$ cat src/design/assert_macros.svh
// Assertion macros shared by the design files.
`ifndef ASSERT_MACROS_SVH
`define ASSERT_MACROS_SVH

`ifndef SYNTHESIS

`define ASSERT_IMPL(label, clk, rst, ante, cons, msg) \
  label: assert property (@(posedge clk) disable iff (rst) (ante) |-> (cons)) \
    else $error(msg);

`define ASSERT_NEXT(label, clk, rst, ante, cons, msg) \
  label: assert property (@(posedge clk) disable iff (rst) (ante) |=> (cons)) \
    else $error(msg);

`define ASSERT_AFTER_RESET(label, clk, rst, cons, msg) \
  label: assert property (@(posedge clk) (rst) |=> (cons)) \
    else $error(msg);

`else

`define ASSERT_IMPL(label, clk, rst, ante, cons, msg)

`define ASSERT_NEXT(label, clk, rst, ante, cons, msg)

`define ASSERT_AFTER_RESET(label, clk, rst, cons, msg)

`endif

`endif

$ cat src/design/ddpi_pkg.sv
`timescale 1ns / 1ps

package ddpi_pkg;

  localparam int CFG_INDEX_W = 3;
  localparam int CFG_DATA_W  = 16;

  localparam int MODE_W   = 2;
  localparam int CAM_W    = 12;
  localparam int GAIN_W   = 16;
  localparam int FRONT_W  = 2;
  localparam int POS_W    = 12;
  localparam int CMD_W    = 3;
  localparam int SPD_W    = 10;
  localparam int MEAS_W   = 12;
  localparam int DUTY_W   = 16;
  localparam int STATUS_W = 2;

  localparam int ERR_W   = 13;
  localparam int PROD_W  = 30;
  localparam int INTEG_W = 32;
  localparam int SUM_W   = 34;

  localparam logic [CFG_INDEX_W-1:0] REG_DRIVE_MODE   = 3'd0;
  localparam logic [CFG_INDEX_W-1:0] REG_CAMERA_WIDTH = 3'd1;
  localparam logic [CFG_INDEX_W-1:0] REG_KP           = 3'd2;
  localparam logic [CFG_INDEX_W-1:0] REG_KI_LEFT      = 3'd3;
  localparam logic [CFG_INDEX_W-1:0] REG_KI_RIGHT     = 3'd4;

  localparam logic [MODE_W-1:0] MODE_MANUAL = 2'd0;
  localparam logic [MODE_W-1:0] MODE_WANDER = 2'd1;
  localparam logic [MODE_W-1:0] MODE_TRACK  = 2'd2;

  localparam logic [CMD_W-1:0] CMD_FWD   = 3'd0;
  localparam logic [CMD_W-1:0] CMD_BACK  = 3'd1;
  localparam logic [CMD_W-1:0] CMD_RIGHT = 3'd2;
  localparam logic [CMD_W-1:0] CMD_LEFT  = 3'd3;
  localparam logic [CMD_W-1:0] CMD_STOP  = 3'd4;

  localparam logic [STATUS_W-1:0] STATUS_NONE  = 2'd0;
  localparam logic [STATUS_W-1:0] STATUS_FRONT = 2'd1;
  localparam logic [STATUS_W-1:0] STATUS_REAR  = 2'd2;

  localparam logic [MODE_W-1:0] RESET_MODE     = MODE_MANUAL;
  localparam logic [CAM_W-1:0]  RESET_CAM      = 12'd1335;
  localparam logic [GAIN_W-1:0] RESET_KP       = 16'd655;
  localparam logic [GAIN_W-1:0] RESET_KI_LEFT  = 16'd142;
  localparam logic [GAIN_W-1:0] RESET_KI_RIGHT = 16'd156;

  localparam logic [SPD_W-1:0] SPD_WANDER_FWD     = 10'd300;
  localparam logic [SPD_W-1:0] SPD_WANDER_TURN    = 10'd150;
  localparam logic [SPD_W-1:0] SPD_WANDER_BACKOFF = 10'd200;
  localparam logic [SPD_W-1:0] SPD_TRACK_FWD      = 10'd300;
  localparam logic [SPD_W-1:0] SPD_TRACK_TURN     = 10'd100;

  localparam logic [ERR_W-1:0] TRACK_WINDOW = 13'd120;
  localparam logic signed [SUM_W-1:0] DUTY_OFFSET = 34'sd100;
  localparam logic signed [SUM_W-1:0] ROUND_BIAS  = 34'sd65535;
  localparam int Q_SHIFT = 16;

  typedef struct packed {
    logic [CMD_W-1:0]    cmd;
    logic [SPD_W-1:0]    spd;
    logic [STATUS_W-1:0] status;
  } decision_t;

  // Adds a step to an integral and saturates at the signed 32-bit bounds.
  function automatic logic signed [INTEG_W-1:0] integ_add(
    input logic signed [INTEG_W-1:0] integ,
    input logic signed [PROD_W-1:0]  step
  );
    logic signed [INTEG_W:0] sum;
    logic signed [INTEG_W-1:0] res;
    sum = (INTEG_W+1)'(integ) + (INTEG_W+1)'(step);
    if (sum[INTEG_W] != sum[INTEG_W-1]) begin
      res = sum[INTEG_W] ? {1'b1, {(INTEG_W-1){1'b0}}} : {1'b0, {(INTEG_W-1){1'b1}}};
    end else begin
      res = sum[INTEG_W-1:0];
    end
    return res;
  endfunction

  // Truncates (P + I) / 2^16 toward zero, adds the offset and saturates to 16 bits.
  function automatic logic signed [DUTY_W-1:0] duty_of(
    input logic signed [PROD_W-1:0]  p,
    input logic signed [INTEG_W-1:0] integ
  );
    logic signed [SUM_W-1:0] sum;
    logic signed [SUM_W-1:0] biased;
    logic signed [SUM_W-1:0] quot;
    logic signed [SUM_W-1:0] duty;
    logic signed [DUTY_W-1:0] res;
    sum    = SUM_W'(p) + SUM_W'(integ);
    biased = sum[SUM_W-1] ? sum + ROUND_BIAS : sum;
    quot   = biased >>> Q_SHIFT;
    duty   = quot + DUTY_OFFSET;
    if (duty > SUM_W'(32'sd32767)) begin
      res = {1'b0, {(DUTY_W-1){1'b1}}};
    end else if (duty < SUM_W'(-32'sd32768)) begin
      res = {1'b1, {(DUTY_W-1){1'b0}}};
    end else begin
      res = duty[DUTY_W-1:0];
    end
    return res;
  endfunction

endpackage

$ cat src/design/ddpi_if.sv
`timescale 1ns / 1ps

interface ddpi_sample_if;
  logic                                 valid;
  logic                                 ready;
  logic signed [ddpi_pkg::FRONT_W-1:0]  front_obstacle;
  logic                                 rear_obstacle;
  logic [ddpi_pkg::POS_W-1:0]           target_x;
  logic [ddpi_pkg::POS_W-1:0]           target_y;
  logic [ddpi_pkg::CMD_W-1:0]           manual_command;
  logic [ddpi_pkg::SPD_W-1:0]           manual_speed;
  logic signed [ddpi_pkg::MEAS_W-1:0]   speed_left;
  logic signed [ddpi_pkg::MEAS_W-1:0]   speed_right;

  modport source (
    output valid, front_obstacle, rear_obstacle, target_x, target_y,
           manual_command, manual_speed, speed_left, speed_right,
    input  ready
  );
  modport sink (
    input  valid, front_obstacle, rear_obstacle, target_x, target_y,
           manual_command, manual_speed, speed_left, speed_right,
    output ready
  );
endinterface

interface ddpi_result_if;
  logic                                 valid;
  logic                                 ready;
  logic signed [ddpi_pkg::DUTY_W-1:0]   duty_left;
  logic signed [ddpi_pkg::DUTY_W-1:0]   duty_right;
  logic [ddpi_pkg::STATUS_W-1:0]        obstacle_status;
  logic [ddpi_pkg::CMD_W-1:0]           drive_command;
  logic [ddpi_pkg::SPD_W-1:0]           drive_speed;

  modport source (
    output valid, duty_left, duty_right, obstacle_status, drive_command, drive_speed,
    input  ready
  );
  modport sink (
    input  valid, duty_left, duty_right, obstacle_status, drive_command, drive_speed,
    output ready
  );
endinterface

$ cat src/design/diff_drive_mode_pi_speed_controller.sv
`timescale 1ns / 1ps
// A sample transfer passes through stage registers B, C and D and then the result register.
// Throughput: one sample per cycle while the result side is not stalled; the rate is
// set by the add-and-saturate loop that updates each wheel integral.
// Reset (synchronous, active high) restores the register defaults, clears both
// integrals and empties the pipeline.

`include "assert_macros.svh"

module diff_drive_mode_pi_speed_controller (
  input  logic                                  clk,
  input  logic                                  rst,
  input  logic                                  wr_en,
  input  logic [ddpi_pkg::CFG_INDEX_W-1:0]      wr_index,
  input  logic [ddpi_pkg::CFG_DATA_W-1:0]       wr_data,
  ddpi_sample_if.sink                           sample,
  ddpi_result_if.source                         result
);

  logic [ddpi_pkg::MODE_W-1:0] drive_mode;
  logic [ddpi_pkg::CAM_W-1:0]  camera_width;
  logic [ddpi_pkg::GAIN_W-1:0] kp_q16;
  logic [ddpi_pkg::GAIN_W-1:0] ki_left_q16;
  logic [ddpi_pkg::GAIN_W-1:0] ki_right_q16;

  always_ff @(posedge clk) begin
    if (rst) begin
      drive_mode   <= ddpi_pkg::RESET_MODE;
      camera_width <= ddpi_pkg::RESET_CAM;
      kp_q16       <= ddpi_pkg::RESET_KP;
      ki_left_q16  <= ddpi_pkg::RESET_KI_LEFT;
      ki_right_q16 <= ddpi_pkg::RESET_KI_RIGHT;
    end else if (wr_en) begin
      unique case (wr_index)
        ddpi_pkg::REG_DRIVE_MODE:   drive_mode   <= wr_data[ddpi_pkg::MODE_W-1:0];
        ddpi_pkg::REG_CAMERA_WIDTH: camera_width <= wr_data[ddpi_pkg::CAM_W-1:0];
        ddpi_pkg::REG_KP:           kp_q16       <= wr_data[ddpi_pkg::GAIN_W-1:0];
        ddpi_pkg::REG_KI_LEFT:      ki_left_q16  <= wr_data[ddpi_pkg::GAIN_W-1:0];
        ddpi_pkg::REG_KI_RIGHT:     ki_right_q16 <= wr_data[ddpi_pkg::GAIN_W-1:0];
        default: ;
      endcase
    end
  end

  // Pipeline control: B holds the decision and errors, C the products,
  // D the updated integrals, and the result register the duties.
  logic valid_b, valid_c, valid_d;
  logic adv_b, adv_c, adv_d, adv_o;

  assign adv_o        = valid_d && (!result.valid || result.ready);
  assign adv_d        = valid_c && (!valid_d || adv_o);
  assign adv_c        = valid_b && (!valid_c || adv_d);
  assign sample.ready = !valid_b || adv_c;
  assign adv_b        = sample.valid && sample.ready;

  always_ff @(posedge clk) begin
    if (rst) begin
      valid_b      <= 1'b0;
      valid_c      <= 1'b0;
      valid_d      <= 1'b0;
      result.valid <= 1'b0;
    end else begin
      valid_b      <= adv_b || (valid_b && !adv_c);
      valid_c      <= adv_c || (valid_c && !adv_d);
      valid_d      <= adv_d || (valid_d && !adv_o);
      result.valid <= adv_o || (result.valid && !result.ready);
    end
  end

  // Motion decision.
  ddpi_pkg::decision_t         dec;
  logic [ddpi_pkg::CMD_W-1:0]  mcmd;
  logic                        front_hit;
  logic                        front_left;
  logic [ddpi_pkg::ERR_W-1:0]  half;
  logic [ddpi_pkg::ERR_W-1:0]  tx_ext;
  logic                        no_target;
  logic                        in_window;

  always_comb begin
    mcmd       = (sample.manual_command > ddpi_pkg::CMD_STOP) ? ddpi_pkg::CMD_STOP
                                                              : sample.manual_command;
    front_hit  = !sample.front_obstacle[ddpi_pkg::FRONT_W-1];
    front_left = (sample.front_obstacle == '0);
    half       = ddpi_pkg::ERR_W'(camera_width >> 1);
    tx_ext     = ddpi_pkg::ERR_W'(sample.target_x);
    no_target  = (sample.target_x == '0) && (sample.target_y == '0);
    in_window  = (tx_ext + ddpi_pkg::TRACK_WINDOW > half) &&
                 (tx_ext < half + ddpi_pkg::TRACK_WINDOW);
    dec.cmd    = ddpi_pkg::CMD_STOP;
    dec.spd    = '0;
    dec.status = ddpi_pkg::STATUS_NONE;
    unique case (drive_mode)
      ddpi_pkg::MODE_MANUAL: begin
        if (front_hit) begin
          dec.status = ddpi_pkg::STATUS_FRONT;
        end else if (sample.rear_obstacle) begin
          dec.status = ddpi_pkg::STATUS_REAR;
        end else begin
          dec.cmd = mcmd;
          dec.spd = sample.manual_speed;
        end
      end
      ddpi_pkg::MODE_WANDER: begin
        if (front_hit) begin
          dec.cmd    = front_left ? ddpi_pkg::CMD_RIGHT : ddpi_pkg::CMD_LEFT;
          dec.spd    = ddpi_pkg::SPD_WANDER_TURN;
          dec.status = ddpi_pkg::STATUS_FRONT;
        end else if (sample.rear_obstacle) begin
          dec.cmd    = ddpi_pkg::CMD_FWD;
          dec.spd    = ddpi_pkg::SPD_WANDER_BACKOFF;
          dec.status = ddpi_pkg::STATUS_REAR;
        end else begin
          dec.cmd = ddpi_pkg::CMD_FWD;
          dec.spd = ddpi_pkg::SPD_WANDER_FWD;
        end
      end
      ddpi_pkg::MODE_TRACK: begin
        if (front_hit) begin
          dec.status = ddpi_pkg::STATUS_FRONT;
        end else if (sample.rear_obstacle) begin
          dec.status = ddpi_pkg::STATUS_REAR;
        end else if (no_target) begin
          dec.cmd = ddpi_pkg::CMD_STOP;
        end else if (in_window) begin
          dec.cmd = ddpi_pkg::CMD_FWD;
          dec.spd = ddpi_pkg::SPD_TRACK_FWD;
        end else if (tx_ext > half) begin
          dec.cmd = ddpi_pkg::CMD_RIGHT;
          dec.spd = ddpi_pkg::SPD_TRACK_TURN;
        end else begin
          dec.cmd = ddpi_pkg::CMD_LEFT;
          dec.spd = ddpi_pkg::SPD_TRACK_TURN;
        end
      end
      default: ;
    endcase
  end

  // Wheel setpoints and speed errors.
  logic signed [ddpi_pkg::ERR_W-1:0] spd_pos, spd_neg, set_left, set_right;
  logic signed [ddpi_pkg::ERR_W-1:0] err_left_next, err_right_next;

  always_comb begin
    spd_pos = signed'(ddpi_pkg::ERR_W'(dec.spd));
    spd_neg = -spd_pos;
    unique case (dec.cmd)
      ddpi_pkg::CMD_BACK: begin
        set_left  = spd_neg;
        set_right = spd_neg;
      end
      ddpi_pkg::CMD_RIGHT: begin
        set_left  = spd_pos;
        set_right = spd_neg;
      end
      ddpi_pkg::CMD_LEFT: begin
        set_left  = spd_neg;
        set_right = spd_pos;
      end
      default: begin
        set_left  = spd_pos;
        set_right = spd_pos;
      end
    endcase
    err_left_next  = set_left - ddpi_pkg::ERR_W'(sample.speed_left);
    err_right_next = set_right - ddpi_pkg::ERR_W'(sample.speed_right);
  end

  ddpi_pkg::decision_t                dec_b, dec_c, dec_d;
  logic signed [ddpi_pkg::ERR_W-1:0]  err_left, err_right;
  logic signed [ddpi_pkg::PROD_W-1:0] p_left_c, p_right_c, i_left_c, i_right_c;
  logic signed [ddpi_pkg::PROD_W-1:0] p_left_d, p_right_d;
  logic signed [ddpi_pkg::INTEG_W-1:0] integral_left, integral_right;
  logic signed [ddpi_pkg::GAIN_W:0]   kp_s, kil_s, kir_s;

  assign kp_s  = signed'({1'b0, kp_q16});
  assign kil_s = signed'({1'b0, ki_left_q16});
  assign kir_s = signed'({1'b0, ki_right_q16});

  always_ff @(posedge clk) begin
    if (adv_b) begin
      dec_b     <= dec;
      err_left  <= err_left_next;
      err_right <= err_right_next;
    end
    if (adv_c) begin
      dec_c     <= dec_b;
      p_left_c  <= kp_s * err_left;
      p_right_c <= kp_s * err_right;
      i_left_c  <= kil_s * err_left;
      i_right_c <= kir_s * err_right;
    end
    if (adv_d) begin
      dec_d     <= dec_c;
      p_left_d  <= p_left_c;
      p_right_d <= p_right_c;
    end
    if (adv_o) begin
      result.duty_left       <= ddpi_pkg::duty_of(p_left_d, integral_left);
      result.duty_right      <= ddpi_pkg::duty_of(p_right_d, integral_right);
      result.obstacle_status <= dec_d.status;
      result.drive_command   <= dec_d.cmd;
      result.drive_speed     <= dec_d.spd;
    end
  end

  always_ff @(posedge clk) begin
    if (rst) begin
      integral_left  <= '0;
      integral_right <= '0;
    end else if (adv_d) begin
      integral_left  <= ddpi_pkg::integ_add(integral_left, i_left_c);
      integral_right <= ddpi_pkg::integ_add(integral_right, i_right_c);
    end
  end

  `ASSERT_NEXT(a_integ_hold, clk, rst, !adv_d,
    $stable(integral_left) && $stable(integral_right),
    "integral changed without a stage transfer")
  `ASSERT_IMPL(a_stop_on_obstacle, clk, rst,
    result.valid && result.obstacle_status != ddpi_pkg::STATUS_NONE &&
    drive_mode != ddpi_pkg::MODE_WANDER,
    result.drive_command == ddpi_pkg::CMD_STOP && result.drive_speed == '0,
    "obstacle did not force a stop")
  `ASSERT_AFTER_RESET(a_empty_after_reset, clk, rst,
    !result.valid && !valid_b && !valid_c && !valid_d,
    "pipeline not empty after reset")

endmodule
$ cat src/flat_wrapper.sv
// flat-port wrapper written by rule: the top's interface ports become plain ports
module diff_drive_mode_pi_speed_controller_flat 
  (clk, rst, wr_en, wr_index, wr_data, sample_valid, sample_front_obstacle, sample_rear_obstacle, sample_target_x, sample_target_y, sample_manual_command, sample_manual_speed, sample_speed_left, sample_speed_right, sample_ready, result_valid, result_duty_left, result_duty_right, result_obstacle_status, result_drive_command, result_drive_speed, result_ready);
  ddpi_sample_if sample_i ();
  ddpi_result_if result_i ();
  input  logic clk;
  input  logic rst;
  input  logic wr_en;
  input  logic [ddpi_pkg::CFG_INDEX_W-1:0] wr_index;
  input  logic [ddpi_pkg::CFG_DATA_W-1:0] wr_data;
  input wire logic [$bits(sample_i.valid)-1:0] sample_valid;
  input wire logic [$bits(sample_i.front_obstacle)-1:0] sample_front_obstacle;
  input wire logic [$bits(sample_i.rear_obstacle)-1:0] sample_rear_obstacle;
  input wire logic [$bits(sample_i.target_x)-1:0] sample_target_x;
  input wire logic [$bits(sample_i.target_y)-1:0] sample_target_y;
  input wire logic [$bits(sample_i.manual_command)-1:0] sample_manual_command;
  input wire logic [$bits(sample_i.manual_speed)-1:0] sample_manual_speed;
  input wire logic [$bits(sample_i.speed_left)-1:0] sample_speed_left;
  input wire logic [$bits(sample_i.speed_right)-1:0] sample_speed_right;
  output wire logic [$bits(sample_i.ready)-1:0] sample_ready;
  output wire logic [$bits(result_i.valid)-1:0] result_valid;
  output wire logic [$bits(result_i.duty_left)-1:0] result_duty_left;
  output wire logic [$bits(result_i.duty_right)-1:0] result_duty_right;
  output wire logic [$bits(result_i.obstacle_status)-1:0] result_obstacle_status;
  output wire logic [$bits(result_i.drive_command)-1:0] result_drive_command;
  output wire logic [$bits(result_i.drive_speed)-1:0] result_drive_speed;
  input wire logic [$bits(result_i.ready)-1:0] result_ready;
  assign sample_i.valid = sample_valid;
  assign sample_i.front_obstacle = sample_front_obstacle;
  assign sample_i.rear_obstacle = sample_rear_obstacle;
  assign sample_i.target_x = sample_target_x;
  assign sample_i.target_y = sample_target_y;
  assign sample_i.manual_command = sample_manual_command;
  assign sample_i.manual_speed = sample_manual_speed;
  assign sample_i.speed_left = sample_speed_left;
  assign sample_i.speed_right = sample_speed_right;
  assign sample_ready = sample_i.ready;
  assign result_valid = result_i.valid;
  assign result_duty_left = result_i.duty_left;
  assign result_duty_right = result_i.duty_right;
  assign result_obstacle_status = result_i.obstacle_status;
  assign result_drive_command = result_i.drive_command;
  assign result_drive_speed = result_i.drive_speed;
  assign result_i.ready = result_ready;
  diff_drive_mode_pi_speed_controller u_core (.clk(clk), .rst(rst), .wr_en(wr_en), .wr_index(wr_index), .wr_data(wr_data), .sample(sample_i), .result(result_i));
endmodule
$ cat config.mk
export PLATFORM = sky130hd
export DESIGN_NAME = diff_drive_mode_pi_speed_controller_flat
export DESIGN_NICKNAME = d
export VERILOG_FILES = /design/src/design/ddpi_pkg.sv /design/src/design/ddpi_if.sv /design/src/design/diff_drive_mode_pi_speed_controller.sv /design/src/flat_wrapper.sv
export VERILOG_INCLUDE_DIRS = /design/src /design/src/design
export SDC_FILE = /design/constraint.sdc
export NUM_CORES = 2
export LEC_CHECK = 0
export BUFFER_PORTS_ARGS = -buffer_cell sky130_fd_sc_hd__clkbuf_2
export CAP_MARGIN = 20
export CORE_MARGIN = 4
export CORE_UTILIZATION = 59
export DETAILED_ROUTE_END_ITERATION = 10
export GPL_ROUTABILITY_DRIVEN = 1
export GPL_TIMING_DRIVEN = 0
export PLACE_DENSITY = 0.76
export SLEW_MARGIN = 20
export SYNTH_ARGS = -nofsm -noshare
export SYNTH_HDL_FRONTEND = slang
export SYNTH_SLANG_ARGS = --single-unit
$ cat constraint.sdc
create_clock -name clk -period 22.7 [get_ports clk]
set_clock_uncertainty 0.15 [all_clocks]
set_input_delay 3.405 -clock clk [delete_from_list [all_inputs] [get_ports clk]]
set_output_delay 3.405 -clock clk [all_outputs]
set_load 0.05 [all_outputs]
# After elaboration in Yosys (flattened, before gate mapping)
# Cells that the tools add are included.
[word_totals] memories=0 ram_bits=0 word_cells=132 register_bits=428 out_inout_bits=49 inputBits=88 rom_bits=0 latchBits=0
[classes] bitwise_logic=0 magnitude_cmp=8 mux=25 multipliers=4 n_eq_ne=11 addsub=13 n_shift=0 n_reduce_logical=38 div_mod_pow=0
[op_table] cell="32-bit 2-to-1 mux" n=4
[op_table] cell="17-bit by 13-bit multiplier with 30-bit output" n=4
[op_table] cell="13-bit 2-to-1 mux" n=6
[op_table] cell="34-bit by 17-bit adder with 34-bit output (second input constant)" n=2
[op_table] cell="34-bit by 16-bit greater-than comparator with 1-bit output (second input constant)" n=2
[op_table] cell="34-bit by 16-bit less-than comparator with 1-bit output (second input constant)" n=2
[op_table] cell="34-bit 2-to-1 mux" n=2
[op_table] cell="30-bit by 32-bit adder with 33-bit output" n=2
[op_table] cell="32-bit by 30-bit adder with 33-bit output" n=2
[op_table] cell="15-bit case mux with 3 select lines" n=1
[op_table] cell="18-bit by 8-bit adder with 19-bit output (second input constant)" n=2
[op_table] cell="16-bit 2-to-1 mux" n=2
[op_table] cell="13-bit by 12-bit subtractor with 13-bit output" n=2
[op_table] cell="12-bit zero test" n=2
[op_table] cell="15-bit 2-to-1 mux" n=1
[op_table] cell="12-bit by 7-bit adder with 13-bit output (second input constant)" n=1
[op_table] cell="13-bit by 11-bit greater-than comparator with 1-bit output" n=1
[op_table] cell="12-bit by 13-bit less-than comparator with 1-bit output" n=1
[op_table] cell="10-bit negation with 13-bit output" n=1
[op_table] cell="11-bit by 7-bit adder with 12-bit output (second input constant)" n=1
[op_table] cell="3-bit by 2-bit == test with 1-bit output (second input constant)" n=4
[op_table] cell="12-bit by 11-bit greater-than comparator with 1-bit output" n=1
[op_table] cell="12-bit 2-to-1 mux" n=1
[op_table] cell="11-bit 2-to-1 mux" n=1
[op_table] cell="other kinds (18)" n=51

# Depth between registers and ports, before layout
[depth] depth_word=12 depth_mapped=30 ltp_nobuf=29

# Least setup slack after synthesis
# OpenSTA, ideal clock, no wires.
[synth_timing] path_kind="in2reg" startpoint="in result_ready" endpoint="reg u_core.dec_c[0] in the netlist's numbering (enable)" required_ns=21.903 t_arrival_ns=9.666 stages=3 setup_time_ns=0.647 path_buffers=0 path_slack_ns=12.237 path_cell_list="nor2b_1 -> and3_1 -> nor2b_1"
[synth_via] elab_chain_cells=6
[synth_rtl] item="from (decl)" line="flat_wrapper.sv:27" source="input wire logic [$bits(result_i.ready)-1:0] result_ready;"
[synth_rtl] item="1-bit logical OR" line="diff_drive_mode_pi_speed_controller.sv:50" source="assign adv_o = valid_d && (!result.valid || result.ready);"
[synth_rtl] item="1-bit logical AND" line="diff_drive_mode_pi_speed_controller.sv:50"
[synth_rtl] item="1-bit logical OR" line="diff_drive_mode_pi_speed_controller.sv:51" source="assign adv_d = valid_c && (!valid_d || adv_o);"
[synth_rtl] item="1-bit logical AND" line="diff_drive_mode_pi_speed_controller.sv:51"
[synth_rtl] item="1-bit logical OR" line="diff_drive_mode_pi_speed_controller.sv:52" source="assign adv_c = valid_b && (!valid_c || adv_d);"
[synth_rtl] item="1-bit logical AND" line="diff_drive_mode_pi_speed_controller.sv:52"
[synth_rtl] item="via u_core.adv_c" line="diff_drive_mode_pi_speed_controller.sv:48" source="logic adv_b, adv_c, adv_d, adv_o;"
[synth_rtl] item="to (signal assigned)" line="diff_drive_mode_pi_speed_controller.sv:187" source="dec_c <= dec_b;"
[synth_rtl] item="to (decl)" line="diff_drive_mode_pi_speed_controller.sv:169" source="ddpi_pkg::decision_t dec_b, dec_c, dec_d;"
# The timed path passes the listed nets, and every way through them passes these cells.
# A chain may end at the register's enable or synchronous reset.

==> results.json <==
{
  "setup_violations": 0,
  "max_stage_delay_ns": 0.58,
  "final_antenna_net_count": 0,
  "grt_pass1_wl_um": 225000,
  "ctsHoldBuffers": 0,
  "p_leak_nw": 26.0,
  "hold_violations": 0,
  "die_w_um": 305,
  "met3_length_um": 14400,
  "io_buffer_count": 136,
  "cap_violations": 0,
  "antenna_found_initial": 8,
  "synth_compound_area_share_pct": 10.6,
  "drt-initial-drc-count": 3039,
  "drt_first_pass_iters": 6,
  "final.period_utilization_pct": 41.8,
  "synthTopCellsByCount": "inv_1, nand2_1, fa_1, ha_1, and2_1",
  "synth_top_cell_area_share_pct": 23.9,
  "worst_pin_slew_ns": 1.12,
  "grt_overflow": 0,
  "synth_top_cell_by_area": "fa_1",
  "fin_total_pwr_mw": 6.16,
  "yosys_most_used_dff": "edfxtp_1",
  "synth_top_family_by_area": "adder cells",
  "rsz0062_at_grt": "no",
  "synth_warnings": 0,
  "clk_latency_ns": 0.65,
  "cts_made_buffers": 50,
  "dp_hpwl_um": 115000,
  "layout-drive-gt1-share_pct": 5.57,
  "utilization_pct": 64.3,
  "highest_layer": "met5",
  "die_area_mm2": 0.0930,
  "cp_slowest_cell": "nor4_1",
  "route.met2.wl_um": 62900,
  "post-route-drc-count": 0,
  "synth_xor_area_share_pct": 4.43,
  "synthArstFlopShare_pct": 0,
  "grt_usage_pct": 30.8,
  "place_ws_ns": 12.83,
  "coreArea_mm2": 0.0872,
  "initial_core_util_pct": 59.7,
  "yosysUniqueCellTypes": 103,
  "routed_wl_um": 142000,
  "fin_ws_ns": 13.20,
  "finalSetupTns_ns": 0,
  "dp_cells": 6803,
  "globalplace.congestion": 0.985,
  "rows": 108,
  "worstSetupStartpointType": "input pin",
  "clk_pin_slew_ns": 0.06,
  "fin_hold_ws_ns": 0.265,
  "crit_path_end_kind": "flip-flop",
  "postCtsSetupBuffers": 0,
  "maxSlewViolCount": 0,
  "grt_max_degree": 44,
  "grt_pass1_vias": 40900,
  "synthesis.area_mm2": 0.0520,
  "vdd_drop_max_uv": 185,
  "timing.fmax_mhz": 105,
  "final_nets": 7007,
  "io-pin-count": 137,
  "fin_area_mm2": 0.0561,
  "cts.path.max_buffers": 3,
  "synth.most_common_cell": "inv_1",
  "worst-setup-path-type": "input pin to flip-flop",
  "synth_edf_count": 298,
  "cts_num_sinks": 427,
  "vias": 40300,
  "synth_area_leaders": "fa_1, edfxtp_1, ha_1, inv_1, nand2_1",
  "wl_per_cell_um": 20.6,
  "vias_per_cell": 5.84,
  "cp_max_fo": 10,
  "worstPathArrival_ns": 9.73,
  "synth_seq_cells": 427,
  "syn_to_final_growth_pct": 7.78,
  "die_y_um": 305,
  "hold_path.class": "flip-flop to flip-flop",
  "outcome": "completed",
  "crit_required_ns": 22.93,
  "drt-met1-wl_um": 57100,
  "layout_min_cycle_time_ns": 9.50,
  "post_cts_resized": 0,
  "syn_nets": 6809,
  "final_cells": 6900,
  "yosys.area_share.simple_pct": 16.5,
  "cp_common_cell": "o21ai_0",
  "syn-instance-count": 5502,
  "htreeDepth": 2,
  "synthMuxAreaShare_pct": 0.103,
  "p_per_area_mw_per_mm2": 110,
  "worst_slew_margin_rel_pct": 25.5,
  "cts_tree": "done",
  "dpl_cell_area_mm2": 0.0544,
  "root_buffer": "clkbuf_16",
  "avgSynthCellArea_um2": 9.45,
  "nFillCells": 7098,
  "synthAdderAreaFrac_pct": 39.1,
  "yosysSeqAreaShare_pct": 22.2
}
## registers in the layout (all words and copies together), names as in the netlist, 30 cells and up
| register | cells |
|---|---|
| u_core.integral_left | 32 |
| u_core.integral_right | 32 |
| u_core.i_left_c | 30 |
| u_core.i_right_c | 30 |
| u_core.p_left_c | 30 |
| u_core.p_left_d | 30 |
| u_core.p_right_c | 30 |
| u_core.p_right_d | 30 |
## metal layers
metal,global-route usage [%],vias up
li1,-,18600
met1,40.2,19500
met2,48.2,1741
met3,8.31,446
met4,14.2,10
met5,0,-
## worst paths after layout
kind,start,slack (ns),endpoint,cells past startpoint
worst max-delay path,sample_target_x[4],13.20,u_core.err_left[12]$_DFFE_PP_,30
worst min-delay path,u_core.p_left_c[4]$_DFFE_PP_,0.27,u_core.p_left_d[4]$_DFFE_PP_,0
worst max register to register,u_core.err_right[1]$_DFFE_PP_,14.09,u_core.i_right_c[29]$_DFFE_PP_,26
worst min register to register,u_core.p_left_c[4]$_DFFE_PP_,0.27,u_core.p_left_d[4]$_DFFE_PP_,0
## where the power goes
part / total (mW) / leakage (nW) / internal [mW] / switching [mW]
clock network: 0.811 / 0.797 / 0.449 / 0.362
registers: 1.23 / 3.84 / 1.15 / 0.0794
logic: 4.12 / 21.3 / 1.79 / 2.33
total: 6.16 / 26.0 / 3.39 / 2.77
## critical path: cells and delay by family
family,cells,cell delay (ns)
AOI/OAI and AO/OA,16,3.34
and+or+nand+nor,7,1.53
buffers and inverters,2,0.54
adders and majority gates,2,0.54
xor gates and xnor gates,3,0.39
## cells by family after synthesis
logic type	count (synthesis)
simple gates	1755
fa+ha+maj	1259
buf+inv	975
compound gates	819
flops	427
xor+xnor	262
mux	5
## placed cells by master (no fill, tap or decap), types with 26 or more instances in the layout
cell | netlist | final
or3_1 | 31 | 31
a21o_1 | 90 | 90
nand2b_1 | 95 | 95
nor2_1 | 209 | 209
fa_1 | 622 | 622
and3_1 | 37 | 37
clkbuf_1 | 209 | 218
a21oi_1 | 230 | 229
nor3_1 | 60 | 60
nand3b_1 | 26 | 26
a31oi_1 | 27 | 27
nor2b_1 | 64 | 62
o21ai_0 | 114 | 114
ha_1 | 597 | 597
clkbuf_16 | 0 | 53
xor2_1 | 92 | 92
clkbuf_2 | 1 | 138
or2_2 | 29 | 29
o21a_1 | 41 | 41
nand3_1 | 79 | 79
xnor2_1 | 169 | 169
dfxtp_1 | 129 | 129
a211oi_1 | 61 | 61
maj3_1 | 40 | 40
and2_1 | 322 | 322
edfxtp_1 | 298 | 298
inv_1 | 751 | 751
nand2_1 | 726 | 726
## layout make-up
| class | instances | area (um2) | area share (%) |
|---|---|---|---|
| Antenna cell | 3 | 7.51 | 0.0134 |
| Buffer | 223 | 892 | 1.59 |
| Clock buffer | 65 | 1380 | 2.46 |
| Clock inverter | 29 | 254 | 0.453 |
| Inverter | 752 | 2820 | 5.03 |
| Multi-Input combinational cell | 4100 | 36800 | 65.7 |
| Sequential cell | 427 | 11500 | 20.6 |
| Tap cell | 1155 | 1450 | 2.58 |
| Timing Repair Buffer | 146 | 918 | 1.64 |
(Power assumes the default switching activity.)
